`src/rtl/pnm_header_parser_top_macros.svh`:
```
// Assertion macros used by the PNM header parser top.
// Standalone header; no dependencies.
`ifndef PNM_HEADER_PARSER_TOP_MACROS_SVH
`define PNM_HEADER_PARSER_TOP_MACROS_SVH

// Check a condition that must hold in the same cycle as the trigger.
`define PNM_ASSERT_NOW(label, clk, rst_n, ante, cons) \
    label: assert property (@(posedge clk) disable iff (!(rst_n)) (ante) |-> (cons)) \
        else $error("pnm header parser: same-cycle check failed");

// Check a condition that must hold in the cycle after the trigger.
`define PNM_ASSERT_NEXT(label, clk, rst_n, ante, cons) \
    label: assert property (@(posedge clk) disable iff (!(rst_n)) (ante) |=> (cons)) \
        else $error("pnm header parser: next-cycle check failed");

`endif

```
`src/rtl/pnm_hdr_pkg.sv`:
```
// Types, codes and character helpers for the PNM header parser.
// No dependencies.
package pnm_hdr_pkg;

    typedef enum logic [3:0] {
        MODE_MAGIC   = 4'b0001,
        MODE_COMMENT = 4'b0010,
        MODE_SPACE   = 4'b0100,
        MODE_NUMBER  = 4'b1000
    } parse_mode_t;

    localparam logic [1:0] ST_PARSING  = 2'd0;
    localparam logic [1:0] ST_DONE     = 2'd1;
    localparam logic [1:0] ST_BADCHAR  = 2'd2;
    localparam logic [1:0] ST_BADMAGIC = 2'd3;

    localparam logic [7:0] CHAR_HASH    = 8'h23;
    localparam logic [7:0] CHAR_NEWLINE = 8'h0a;
    localparam logic [7:0] CHAR_ZERO    = 8'h30;
    localparam logic [7:0] CHAR_P       = 8'h50;
    localparam logic [7:0] CHAR_ONE     = 8'h31;
    localparam logic [7:0] CHAR_SIX     = 8'h36;

    localparam int RESULT_BITS = 55;
    localparam int TDATA_BITS  = 56;

    // Declared high field first so that status lands in the low bits.
    typedef struct packed {
        logic        wide_samples;
        logic        binary_format;
        logic [2:0]  format_number;
        logic [15:0] max_value;
        logic [15:0] height;
        logic [15:0] width;
        logic [1:0]  status;
    } result_t;

    function automatic logic is_ws(input logic [7:0] c);
        return (c == 8'd32) || (c inside {[8'd9:8'd13]});
    endfunction

    function automatic logic is_digit(input logic [7:0] c);
        return c inside {[8'd48:8'd57]};
    endfunction

endpackage

```
`src/rtl/pnm_hdr_core.sv`:
```
// Parse state of the PNM header parser and the per-beat update logic.
// Depends on pnm_hdr_pkg.
module pnm_hdr_core import pnm_hdr_pkg::*; #(
    parameter int NUMBER_BITS = 16
) (
    input  logic        aclk,
    input  logic        aresetn,
    input  logic        beat_fire,
    input  logic [7:0]  beat_byte,
    input  logic        beat_sof,
    output result_t     result_next
);

    localparam int PROD_BITS = NUMBER_BITS + 4;
    localparam logic [PROD_BITS-1:0] LIMIT = {4'b0, {NUMBER_BITS{1'b1}}};

    parse_mode_t            mode_reg, mode_next, mode_base;
    logic [1:0]             status_reg, status_next, status_base;
    logic [1:0]             count_reg, count_next, count_base;
    logic [1:0]             nread_reg, nread_next, nread_base;
    logic [7:0]             magic0_reg, magic0_next;
    logic [7:0]             magic1_reg, magic1_next;
    logic [NUMBER_BITS-1:0] accum_reg, accum_next;
    logic [NUMBER_BITS-1:0] width_reg, width_next;
    logic [NUMBER_BITS-1:0] height_reg, height_next;
    logic [NUMBER_BITS-1:0] maxval_reg, maxval_next;

    logic [PROD_BITS-1:0]   prod;
    logic                   finish;
    logic                   magic_ok;
    logic [7:0]             digit_byte;
    logic [NUMBER_BITS+15:0] width_ext, height_ext, maxval_ext;

    always_comb begin
        // start of file clears the control state before the byte is handled
        mode_base   = beat_sof ? MODE_MAGIC : mode_reg;
        status_base = beat_sof ? ST_PARSING : status_reg;
        count_base  = beat_sof ? 2'd0 : count_reg;
        nread_base  = beat_sof ? 2'd0 : nread_reg;

        mode_next   = mode_base;
        status_next = status_base;
        count_next  = count_base;
        nread_next  = nread_base;
        magic0_next = magic0_reg;
        magic1_next = magic1_reg;
        accum_next  = accum_reg;
        width_next  = width_reg;
        height_next = height_reg;
        maxval_next = maxval_reg;
        finish      = 1'b0;

        prod = ({4'b0, accum_reg} << 3) + ({4'b0, accum_reg} << 1)
             + {{NUMBER_BITS{1'b0}}, beat_byte[3:0]};

        if (status_base == ST_PARSING) begin
            case (mode_base)
                MODE_MAGIC: begin
                    if (beat_byte == CHAR_HASH) begin
                        mode_next = MODE_COMMENT;
                    end else if (is_ws(beat_byte)) begin
                        mode_next = MODE_SPACE;
                    end else begin
                        if (count_base == 2'd0) begin
                            magic0_next = beat_byte;
                        end else if (count_base == 2'd1) begin
                            magic1_next = beat_byte;
                        end
                        if (count_base != 2'd3) begin
                            count_next = count_base + 2'd1;
                        end
                    end
                end
                MODE_COMMENT: begin
                    if (beat_byte == CHAR_NEWLINE) begin
                        mode_next = MODE_SPACE;
                    end
                end
                MODE_SPACE: begin
                    if (!is_ws(beat_byte)) begin
                        if (beat_byte == CHAR_HASH) begin
                            mode_next = MODE_COMMENT;
                        end else if (is_digit(beat_byte)) begin
                            accum_next = {{(NUMBER_BITS-4){1'b0}}, beat_byte[3:0]};
                            mode_next  = MODE_NUMBER;
                        end else begin
                            status_next = ST_BADCHAR;
                        end
                    end
                end
                MODE_NUMBER: begin
                    if (is_digit(beat_byte)) begin
                        accum_next = (prod > LIMIT) ? {NUMBER_BITS{1'b1}}
                                                    : prod[NUMBER_BITS-1:0];
                    end else if (beat_byte == CHAR_HASH) begin
                        mode_next = MODE_COMMENT;
                        finish    = 1'b1;
                    end else if (is_ws(beat_byte)) begin
                        mode_next = MODE_SPACE;
                        finish    = 1'b1;
                    end else begin
                        status_next = ST_BADCHAR;
                    end
                end
                default: begin
                    mode_next = MODE_MAGIC;
                end
            endcase
        end

        magic_ok = (count_base == 2'd2) && (magic0_reg == CHAR_P) &&
                   (magic1_reg >= CHAR_ONE) && (magic1_reg <= CHAR_SIX);

        if (finish) begin
            accum_next = '0;
            nread_next = nread_base + 2'd1;
            case (nread_base)
                2'd0:    width_next  = accum_reg;
                2'd1:    height_next = accum_reg;
                default: begin
                    maxval_next = accum_reg;
                    status_next = magic_ok ? ST_DONE : ST_BADMAGIC;
                end
            endcase
        end
    end

    // result fields follow the updated state; all but status are zero unless done
    always_comb begin
        width_ext  = {16'b0, width_next};
        height_ext = {16'b0, height_next};
        maxval_ext = {16'b0, maxval_next};
        digit_byte = magic1_next - CHAR_ZERO;

        result_next        = '0;
        result_next.status = status_next;
        if (status_next == ST_DONE) begin
            result_next.width         = width_ext[15:0];
            result_next.height        = height_ext[15:0];
            result_next.max_value     = maxval_ext[15:0];
            result_next.format_number = digit_byte[2:0];
            result_next.binary_format = (digit_byte[2:0] >= 3'd4);
            result_next.wide_samples  = (maxval_ext >= (NUMBER_BITS+16)'(256));
        end
    end

    always_ff @(posedge aclk) begin
        if (!aresetn) begin
            mode_reg   <= MODE_MAGIC;
            status_reg <= ST_PARSING;
            count_reg  <= 2'd0;
            nread_reg  <= 2'd0;
        end else if (beat_fire) begin
            mode_reg   <= mode_next;
            status_reg <= status_next;
            count_reg  <= count_next;
            nread_reg  <= nread_next;
        end
    end

    always_ff @(posedge aclk) begin
        if (beat_fire) begin
            magic0_reg <= magic0_next;
            magic1_reg <= magic1_next;
            accum_reg  <= accum_next;
            width_reg  <= width_next;
            height_reg <= height_next;
            maxval_reg <= maxval_next;
        end
    end

endmodule

```
`src/rtl/pnm_header_parser_top.sv`:
```
// PNM header parser: s_ beat -> input register -> parse logic -> result register
// -> m_ beat; throughput one byte per cycle while m_tready does not stall it.
// Every accepted byte yields one result beat carrying the current status.
// aresetn (synchronous, active low) empties both stages and returns the parser
// to the start of a header; s_tuser restarts parsing on its own beat.
// Depends on pnm_hdr_pkg, pnm_hdr_core and pnm_header_parser_top_macros.svh.
`include "pnm_header_parser_top_macros.svh"

module pnm_header_parser_top import pnm_hdr_pkg::*; #(
    parameter int NUMBER_BITS = 16
) (
    input  logic                  aclk,
    input  logic                  aresetn,
    input  logic                  s_tvalid,
    output logic                  s_tready,
    input  logic [7:0]            s_tdata,   // [7:0] byte_in
    input  logic                  s_tuser,   // start_of_file
    output logic                  m_tvalid,
    input  logic                  m_tready,
    // [1:0] status, [17:2] width, [33:18] height, [49:34] max_value,
    // [52:50] format_number, [53] binary_format, [54] wide_samples, [55] zero
    output logic [TDATA_BITS-1:0] m_tdata
);

    // input stage: holds one beat until the result register can take it
    logic       in_valid_reg, in_valid_next;
    logic [7:0] in_byte_reg;
    logic       in_sof_reg;

    // result stage
    logic       out_valid_reg, out_valid_next;
    result_t    out_data_reg;
    result_t    result_next;

    logic       advance;
    logic       fire;
    logic       s_fire;

    // short views of the stages for the checks below
    logic       in_stall;
    logic [8:0] in_beat;
    logic       m_done;
    logic       m_not_done;
    logic [2:0] m_format;

    // advance the input beat whenever the result register is free or draining
    assign advance  = !out_valid_reg || m_tready;
    assign fire     = in_valid_reg && advance;
    assign s_tready = !in_valid_reg || advance;
    assign s_fire   = s_tvalid && s_tready;

    assign in_valid_next  = s_fire || (in_valid_reg && !advance);
    assign out_valid_next = fire || (out_valid_reg && !m_tready);

    always_ff @(posedge aclk) begin
        if (!aresetn) begin
            in_valid_reg  <= 1'b0;
            out_valid_reg <= 1'b0;
        end else begin
            in_valid_reg  <= in_valid_next;
            out_valid_reg <= out_valid_next;
        end
    end

    // capture payload only on an accepted beat; hold it otherwise
    always_ff @(posedge aclk) begin
        if (s_fire) begin
            in_byte_reg <= s_tdata;
            in_sof_reg  <= s_tuser;
        end
        if (fire) begin
            out_data_reg <= result_next;
        end
    end

    // parse state and per-byte update
    pnm_hdr_core #(
        .NUMBER_BITS (NUMBER_BITS)
    ) u_core (
        .aclk        (aclk),
        .aresetn     (aresetn),
        .beat_fire   (fire),
        .beat_byte   (in_byte_reg),
        .beat_sof    (in_sof_reg),
        .result_next (result_next)
    );

    assign m_tvalid = out_valid_reg;
    assign m_tdata  = {{(TDATA_BITS-RESULT_BITS){1'b0}}, out_data_reg};

    assign in_stall   = in_valid_reg && !advance;
    assign in_beat    = {in_sof_reg, in_byte_reg};
    assign m_done     = m_tvalid && (m_tdata[1:0] == ST_DONE);
    assign m_not_done = m_tvalid && (m_tdata[1:0] != ST_DONE);
    assign m_format   = m_tdata[52:50];

    // header fields only appear alongside a done status
    `PNM_ASSERT_NOW(a_fields_zero_unless_done, aclk, aresetn, m_not_done, m_tdata[55:2] == '0)
    // a done header always carries a magic digit of one to six
    `PNM_ASSERT_NOW(a_done_has_format, aclk, aresetn, m_done, (m_format != 3'd0) && (m_format <= 3'd6))
    // a stalled input beat stays in the input register
    `PNM_ASSERT_NEXT(a_input_stage_holds, aclk, aresetn, in_stall, in_valid_reg && $stable(in_beat))
    // every beat that leaves the input stage shows up as a result beat
    `PNM_ASSERT_NEXT(a_fire_gives_result, aclk, aresetn, fire, m_tvalid)

endmodule
```
`config.mk`:
```
export PLATFORM = sky130hd
export DESIGN_NAME = pnm_header_parser_top
export DESIGN_NICKNAME = d
export VERILOG_FILES = /design/src/rtl/pnm_hdr_pkg.sv /design/src/rtl/pnm_hdr_core.sv /design/src/rtl/pnm_header_parser_top.sv
export VERILOG_INCLUDE_DIRS = /design/src /design/src/rtl
export SDC_FILE = /design/constraint.sdc
export NUM_CORES = 1
export LEC_CHECK = 0
export BUFFER_PORTS_ARGS = -buffer_cell sky130_fd_sc_hd__buf_2
export CAP_MARGIN = 25
export CELL_PAD_IN_SITES_DETAIL_PLACEMENT = 0
export CELL_PAD_IN_SITES_GLOBAL_PLACEMENT = 2
export CORE_MARGIN = 2
export CORE_UTILIZATION = 46
export DETAILED_ROUTE_END_ITERATION = 16
export PLACE_DENSITY = 0.95
export REMOVE_ABC_BUFFERS = 1
export SYNTH_ARGS = -nofsm -noshare
export SYNTH_HDL_FRONTEND = slang
export SYNTH_SLANG_ARGS = --single-unit
export TNS_END_PERCENT = 10
```
`constraint.sdc`:
```
create_clock -name aclk -period 9 [get_ports aclk]
set_clock_uncertainty 0.05 [all_clocks]
set_input_delay 1.8 -clock aclk [delete_from_list [all_inputs] [get_ports aclk]]
set_output_delay 1.8 -clock aclk [all_outputs]
set_load 0.05 [all_outputs]
```
-- Word level (Yosys, flattened, before mapping)
Cells that the tools add are included.
Widths: inputs -> output; s select.
- $add $sub $neg: 5
- $lt $le $gt $ge: 9
- equal/unequal tests: 17
- mux-type cells: 54
- bitwise gates (word level): 2
- reductions and logical operators: 26
- operators by type and width (operator ; count):
    $mux 16 ; 12
    $mux 8 ; 6
    $mux 2 ; 19
    $mux 4 ; 9
    $pmux 16 s2 ; 1
    $add 19x17->20 ; 1
    $add 20x4->20 ; 1
    $gt 20x16->1 const B ; 1
    $eq 8x6->1 const B ; 2
    $ge 16x9->1 const B ; 1
    $ge 8x6->1 const B ; 2
    $le 8x6->1 const B ; 2
    $pmux 4 s4 ; 1
    $logic_and 1x1->1 ; 9
    $eq 8x4->1 const B ; 1
    $eq 8x7->1 const B ; 1
    $ge 8x4->1 const B ; 1
    $le 8x4->1 const B ; 1
    $reduce_and 7->1 ; 1
    $eq 2x1->1 const B ; 3
    $logic_not 2->1 ; 3
    $ne 3x1->1 const B ; 2
    $ne 3x2->1 const B ; 2
    $reduce_and 6->1 ; 1
    other kinds (17) ; 30
- bits in registers: 156
- bits of input ports: 13
- output and inout port bits: 58
- word-level logic and storage cells: 134

-- Longest topological paths before layout
Gate-level depths: netlist (run 1).
- depth after elaboration: 11
- mapped depth: 10
- gate-level depth less buffers: 9

-- Cells and area by module
From an unflattened synthesis (run 1), not the netlist that was laid out.
- cells, all modules: 599
- area, all modules: 7945.1 um^2
- modules (own cells, without submodules) (module ; times used ; cells each ; area each (um^2) ; seq. area each (um^2)):
    pnm_hdr_core ; 1 ; 524 ; 5908.2 ; 2602.5
    pnm_header_parser_top ; 1 ; 75 ; 2037.0 ; 1961.9

-- Worst setup path after synthesis (run 1)
Ideal clock, no wire load.
- path kind: input to register
- start: input port m_tready
- end: register u_core.nread_reg[0]
- library setup time: 0.117 ns
- arrival time: 4.912 ns
- path slack: 3.921 ns
- cell stages on the path: 5
- path through: nand2b_1 -> nand2_1 -> inv_1 -> o21ai_0 -> a31o_2
- cells in the longest elaborated chain, start to end: 2
- ends and longest elaborated chain (element ; line ; RTL):
    start, declared ; pnm_header_parser_top.sv:19 ; input logic m_tready,
    $logic_or 1x1->1 ; pnm_header_parser_top.sv:47 ; assign advance = !out_valid_reg || m_tready;
    $logic_and 1x1->1 ; pnm_header_parser_top.sv:48 ; assign fire = in_valid_reg && advance;
    via fire ; pnm_header_parser_top.sv:36 ; logic fire;
    end signal, assigned ; pnm_hdr_core.sv:157 ; nread_reg <= nread_next;
    end, declared ; pnm_hdr_core.sv:20 ; logic [1:0] nread_reg, nread_next, nread_base;
The timed path passes the listed nets, and every way through them passes these cells.
A chain may end at the register's enable or synchronous reset.

-- Final worst setup path (run 1)
- start: input port m_tready
- end: output port s_tready
- cells in the longest elaborated chain, start to end: 2
- ends and longest elaborated chain (element ; line ; RTL):
    $logic_or 1x1->1 ; pnm_header_parser_top.sv:47 ;
    $logic_or 1x1->1 ; pnm_header_parser_top.sv:49 ; assign s_tready = !in_valid_reg || advance;
    end, declared ; pnm_header_parser_top.sv:15 ; output logic s_tready,
No other way between the ends.

==> results of run 1 <==
[final cells by class]
type,instances,share of cell area
Clock buffer,18,0.0482
Clock inverter,14,0.0190
Inverter,11,0.00492
Multi-Input combinational cell,371,0.344
Sequential cell,155,0.510
Tap cell,220,0.0309
Timing Repair Buffer,74,0.0434
[layer usage]
layer | vias up | GRT usage | part of all wire
li1 | 2281 | - | -
met1 | 2337 | 0.214 | 0.44
met2 | 90 | 0.292 | 0.52
met3 | 12 | 0.0442 | 0.035
met4 | 0 | 0.0497 | 0.0096
met5 | - | 0 | 0
[cells in the mapped netlist, drive strengths merged (2+ instances only)]
cell type  count
a21oi         31
nor4bb         2
and2           4
nand3          7
a32oi          2
nand2         24
inv           11
o31ai          2
nand3b         5
o211ai         5
clkbuf         7
a31o           2
o21a           5
nand2b         5
buf           18
a21o           6
edfxtp       143
xor2           7
o221ai         2
o2111ai        4
xnor2          7
nand4          4
a21boi         3
fa             2
a31oi          3
and3           4
o22ai          3
o21ai         18
nor4b          3
nor2          18
nor3           9
a211oi         9
dfxtp         12
nor2b         55
o211a          3
or4b           3
mux2          52
nor4           8
ha            33
or3            2
[worst max path at each step]
stage	slack [ps]	cells after the start	to
finish	4750	4	s_tready
global route	4640	10	u_core.accum_reg[3]
floorplan	3920	5	u_core.nread_reg[0]
global placement	4780	9	u_core.accum_reg[3]
detailed placement	4560	9	u_core.accum_reg[3]
CTS	4530	9	u_core.accum_reg[3]
[logic make-up (layout without fill, tap and decap cells)]
group,Yosys count,in the layout,share of synthesized area
adder cells (fa/ha/maj),35,35,0.0581
buffers and inverters,36,117,0.0263
flip-flops,155,155,0.582
multiplexers,52,52,0.0848
XOR/XNOR,14,14,0.0157
AND/OR/NAND/NOR,161,161,0.131
AO/OA/AOI/OAI,108,108,0.102
other,1,1,0.000481
[power groups by stage]
| stage | Sequential, mW | Combinational (mW) | Clock (mW) |
|---|---|---|---|
| after detailed placement | 0.836 | 0.0951 | 0 |
| after global placement | 0.835 | 0.0935 | 0 |
| after floorplan | 0.866 | 0.0413 | 0 |
| final | 0.821 | 0.0947 | 0.721 |
| after global routing | 0.823 | 0.102 | 0.766 |
| after CTS | 0.821 | 0.0955 | 0.737 |
==> results.py, run 1 <==
metrics = {
    "run_status": {
        "status": "complete, no violations",
    },
    "synthesis": {
        "syn_area_mm2": 0.00779,
        "yosysTopAreaCellShare": 0.551,
        "ys_types": 78,
        "netlist.top_cell.by_area": "edfxtp_1",
        "ys_warn_count": 0,
        "synth_edf_count": 143,
        "async_flop_share": 0,
        "synth_flop_cell": "edfxtp_1",
        "ys_ff_latch": 155,
        "avgSynthCellArea_um2": 13.9,
        "netlist_top_cells_area": "edfxtp_1 (55%), ha_1 (5.3%), mux2_2 (4.6%)",
        "synth_seq_area_share": 0.582,
        "syn_inst": 562,
    },
    "cts": {
        "cts_buffers": 17,
        "cts_resized": 0,
        "cts_tree": "yes",
        "post_cts_buffers": 0,
        "cts_hold_buffers": 0,
        "cts_sinks": 155,
        "clk_pin_slew_ps": 60,
        "h-tree-depth": 4,
        "cts_root_buf": "clkbuf_16",
        "cts_max_path_buffers": 2,
        "clk_latency_ps": 420,
    },
    "setup_path": {
        "path_buf_inv": 2,
        "r2r_end": "u_core.accum_reg[3]",
        "critical_path_required_ps": 7150,
        "worst-endpoint-arrival_ps": 2400,
        "cpPeakStageDelay_ps": 220,
        "slowest_stage": "buf_2",
        "cp_common_cell": "buf_2",
        "critPathCaptureType": "output pin",
        "reg2reg_from": "in_byte_reg[2]",
        "r2r.worst_path.cells": 10,
        "worstPathMaxFanout": 3,
        "crit_start": "m_tready",
        "ff2ff_setup_slack_ps": 4840,
        "critical_path_class": "in -> out",
        "critPathTopFamily": "buffers and inverters",
        "cp_cell_sequence": "buf_2 -> nor2b_1 -> nand2_1 -> buf_2",
        "startpoint_type": "input pin",
    },
    "final_layout": {
        "antenna_cells": 0,
        "drive_gt1_frac": 0.311,
        "seqCellArea_mm2": 0.00453,
        "multi_input_area_mm2": 0.00306,
        "area_growth_pct": 14.2,
        "largest_reg_flops": 52,
        "fin_area_mm2": 0.00890,
        "fin_nets": 678,
        "final_common_cell": "edfxtp_1",
        "fin_util": 0.537,
        "fin_cells": 863,
        "nFillCells": 1413,
        "final_cell_mix": "edfxtp_1 (143), buf_2 (69), nor2b_1 (35), ha_1 (33), mux2_2 (32)",
    },
    "grt": {
        "grt_antenna_before_repair": 0,
        "grt_pass1_vias": 4688,
        "grt_usage": 0.170,
        "grt_overflow_total": 0,
        "grt_start_max_net_pins": 56,
        "grt_pass1_wl_um": 24100,
    },
    "worst_hold_path": {
        "hold_path_class": "reg -> reg",
        "hold_path_depth": 0,
        "hold_path_end": "u_core.magic1_reg[7]",
        "hp-start": "in_byte_reg[7]",
    },
    "timing": {
        "max_slew_margin": 0.403,
        "setup_tns_ps": 0,
        "rsz0062_at_grt": "false",
        "hold_ws_ps": 450,
        "drv_slew": 0,
        "fin_crit_sh": 0.473,
        "period_minus_slack_ps": 4250,
        "worst_slew_pin_slew_ps": 893,
        "final_hold_viol_count": 0,
        "layout_setup_ws_ps": 4750,
        "setup_viol": 0,
        "max_freq_mhz": 235,
    },
    "floorplan": {
        "ios": 71,
        "die_area_mm2": 0.0180,
        "die_w_um": 134,
        "coreArea_mm2": 0.0166,
        "row_count": 47,
        "die_y_um": 134,
        "start_util": 0.470,
    },
    "power_and_ir_drop": {
        "power_density_mw_per_mm2": 184,
        "ir_drop_v": 0.000127,
        "power_switching_mw": 0.363,
        "p_comb_frac": 0.058,
        "p_sw_frac": 0.222,
        "clockPowerShare": 0.440,
        "p_int_mw": 1.27,
        "p_leak_nw": 3.29,
        "power_frac_seq": 0.502,
        "p_total_mw": 1.64,
    },
    "route": {
        "drc_errors": 0,
        "num_vias": 4720,
        "antenna_left": 0,
        "wl_per_cell_um": 16.9,
        "first_pass_iters": 4,
        "vias_per_cell": 5.47,
        "drt_iter0_drc": 246,
        "drt-total-wl_um": 14600,
    },
    "placed_design": {
        "dp.cells": 830,
        "port_buffers": 69,
        "dpl_cell_area_mm2": 0.00829,
        "place_ws_ps": 4560,
        "gp_congestion": 0.876,
        "dp_hpwl_um": 9940,
    },
    "flow_run": {
        "max_cap_violations": 0,
    },
}
Power figures use the tool's default switching activity.
==> inputs of run 2 (changes only) <==
CORE_UTILIZATION = 42   (was 46)
PLACE_DENSITY = 0.88   (was 0.95)
clock period = 4.4 ns   (was 9 ns; I/O delays follow)
==> run 2 against run 1 <==
  * Register-to-register slack got worse by 4200 ps
  * Sequential share of layout area increased by 0.14 points
  * Routed wire length increased by 2.6%
  * Sequential power increased by 100%
  * Count of clock-buffer cells in the layout unchanged
  * First-iteration DRC count decreased by 12%
  * Worst setup slack got worse by 4100 ps
  * Non-clock buffer count increased by 3
==> results.py, run 2 (same netlist as run 1, synthesis figures left out) <==
metrics = {
    "setup_path": {
        "critical_path_class": "reg -> reg",
        "reg2reg_from": "in_byte_reg[3]",
        "cpPeakStageDelay_ps": 580,
        "critPathCaptureType": "flop",
        "r2r_end": "u_core.accum_reg[3]",
        "critical_path_required_ps": 4500,
        "cp_cell_sequence": "fa_1 -> fa_1 -> a211o_1 -> a211oi_2 -> nor4_1 -> or4_1 -> a211oi_2 -> buf_4 -> a211oi_1",
        "critPathTopFamily": "adder cells",
        "worst-endpoint-arrival_ps": 3870,
        "slowest_stage": "fa_1",
        "r2r.worst_path.cells": 9,
        "path_buf_inv": 1,
        "worstPathMaxFanout": 16,
        "ff2ff_setup_slack_ps": 630,
        "startpoint_type": "flop",
    },
    "placed_design": {
        "dp_hpwl_um": 9900,
        "port_buffers": 69,
        "gp_congestion": 0.882,
        "dpl_cell_area_mm2": 0.00834,
        "dp.cells": 843,
    },
    "floorplan": {
        "ios": 71,
        "coreArea_mm2": 0.0181,
        "start_util": 0.431,
        "die_y_um": 140,
        "row_count": 49,
        "die_w_um": 140,
        "die_area_mm2": 0.0197,
    },
    "power_and_ir_drop": {
        "p_comb_frac": 0.062,
        "power_switching_mw": 0.742,
        "p_sw_frac": 0.231,
        "power_frac_seq": 0.520,
        "ir_drop_v": 0.000278,
        "power_density_mw_per_mm2": 363,
        "p_int_mw": 2.48,
        "p_leak_nw": 3.27,
        "clockPowerShare": 0.418,
    },
    "cts": {
        "post_cts_buffers": 0,
        "cts_tree": "yes",
        "clk_pin_slew_ps": 60,
        "cts_sinks": 155,
        "h-tree-depth": 4,
        "cts_buffers": 17,
        "cts_resized": 0,
        "clk_latency_ps": 430,
        "cts_hold_buffers": 0,
        "cts_root_buf": "clkbuf_16",
        "cts_max_path_buffers": 2,
    },
    "grt": {
        "grt_antenna_before_repair": 0,
        "grt_start_max_net_pins": 63,
        "grt_pass1_wl_um": 24300,
        "grt_pass1_vias": 4779,
        "grt_usage": 0.157,
        "grt_overflow_total": 0,
    },
    "final_layout": {
        "fin_cells": 874,
        "antenna_cells": 0,
        "final_common_cell": "edfxtp_1",
        "drive_gt1_frac": 0.309,
        "final_cell_mix": "edfxtp_1 (143), buf_2 (69), nor2b_1 (35), ha_1 (33), mux2_2 (32)",
        "largest_reg_flops": 52,
        "nFillCells": 1574,
        "fin_area_mm2": 0.00887,
        "area_growth_pct": 13.9,
        "fin_nets": 681,
    },
    "worst_hold_path": {
        "hold_path_class": "reg -> reg",
        "hp-start": "in_byte_reg[6]",
        "hold_path_depth": 0,
        "hold_path_end": "u_core.magic0_reg[6]",
    },
    "route": {
        "met2_length_um": 7280,
        "vias_per_cell": 5.44,
        "met3_length_um": 603,
        "drt_iter0_drc": 216,
        "first_pass_iters": 4,
        "num_vias": 4752,
        "wl_per_cell_um": 17.1,
        "antenna_left": 0,
        "top_layer": "met4",
        "met1_length_um": 6740,
        "drt-total-wl_um": 15000,
        "drc_errors": 0,
    },
    "timing": {
        "max_slew_margin": 0.325,
        "setup_tns_ps": 0,
        "worst_slew_pin_slew_ps": 1010,
        "max_freq_mhz": 265,
        "fin_crit_sh": 0.856,
        "setup_viol": 0,
        "rsz0062_at_grt": "false",
        "period_minus_slack_ps": 3770,
        "drv_slew": 0,
        "final_hold_viol_count": 0,
    },
    "flow_run": {
        "max_cap_violations": 0,
    },
    "run_status": {
        "status": "complete, no violations",
    },
}
## run 2: power groups by stage
stage	Sequential, mW	Combinational (mW)	Clock (mW)
3_5_place_dp	1.70	0.202	0
4_1_cts	1.67	0.203	1.37
6_report	1.67	0.201	1.34
2_1_floorplan	1.77	0.0844	0
3_3_place_gp	1.70	0.199	0
5_1_grt	1.68	0.215	1.43
## run 2: worst max-delay path by stage
stage / from / depth (start not counted) / end / slack, ps
6_report: in_byte_reg[3] / 9 / u_core.accum_reg[3] / 630
5_1_grt: in_byte_reg[3] / 9 / u_core.accum_reg[3] / 410
4_1_cts: in_byte_reg[3] / 9 / u_core.accum_reg[3] / 620
3_5_place_dp: in_byte_reg[3] / 9 / u_core.accum_reg[1] / 630
3_3_place_gp: in_byte_reg[3] / 9 / u_core.accum_reg[2] / 730
2_1_floorplan: m_tready / 5 / u_core.nread_reg[0] / 240
## run 2: worst register-to-register path: stages (launching register included)
cell      delay, ps
edfxtp_1        540
fa_1            580
fa_1            500
a211o_1         310
a211oi_2        340
nor4_1          100
or4_1           540
a211oi_2        160
buf_4           260
a211oi_1        110
## run 2: final cells by class
type | instances | area [µm²] | area share
Sequential cell | 155 | 4530 | 0.511
Multi-Input combinational cell | 371 | 3060 | 0.345
Clock buffer | 18 | 429 | 0.0484
Timing Repair Buffer | 77 | 418 | 0.0471
Tap cell | 229 | 287 | 0.0323
Clock inverter | 13 | 103 | 0.0116
Inverter | 11 | 43.8 | 0.00493
## run 2: metrics by stage
step	worst slack (ps)	power [mW]	hold slack [ps]	util
2_1_floorplan	241	1.86	412	-
3_3_place_gp	734	1.90	437	0.461
3_5_place_dp	632	1.91	454	0.461
4_1_cts	620	3.25	468	0.491
5_1_grt	410	3.33	480	0.491
6_report	633	3.22	460	0.491
## run 2: layer usage
layer	global-route usage	vias to the layer above
li1	-	2295
met1	0.199	2330
met2	0.255	104
met3	0.0366	23
met4	0.0728	0
met5	0	-
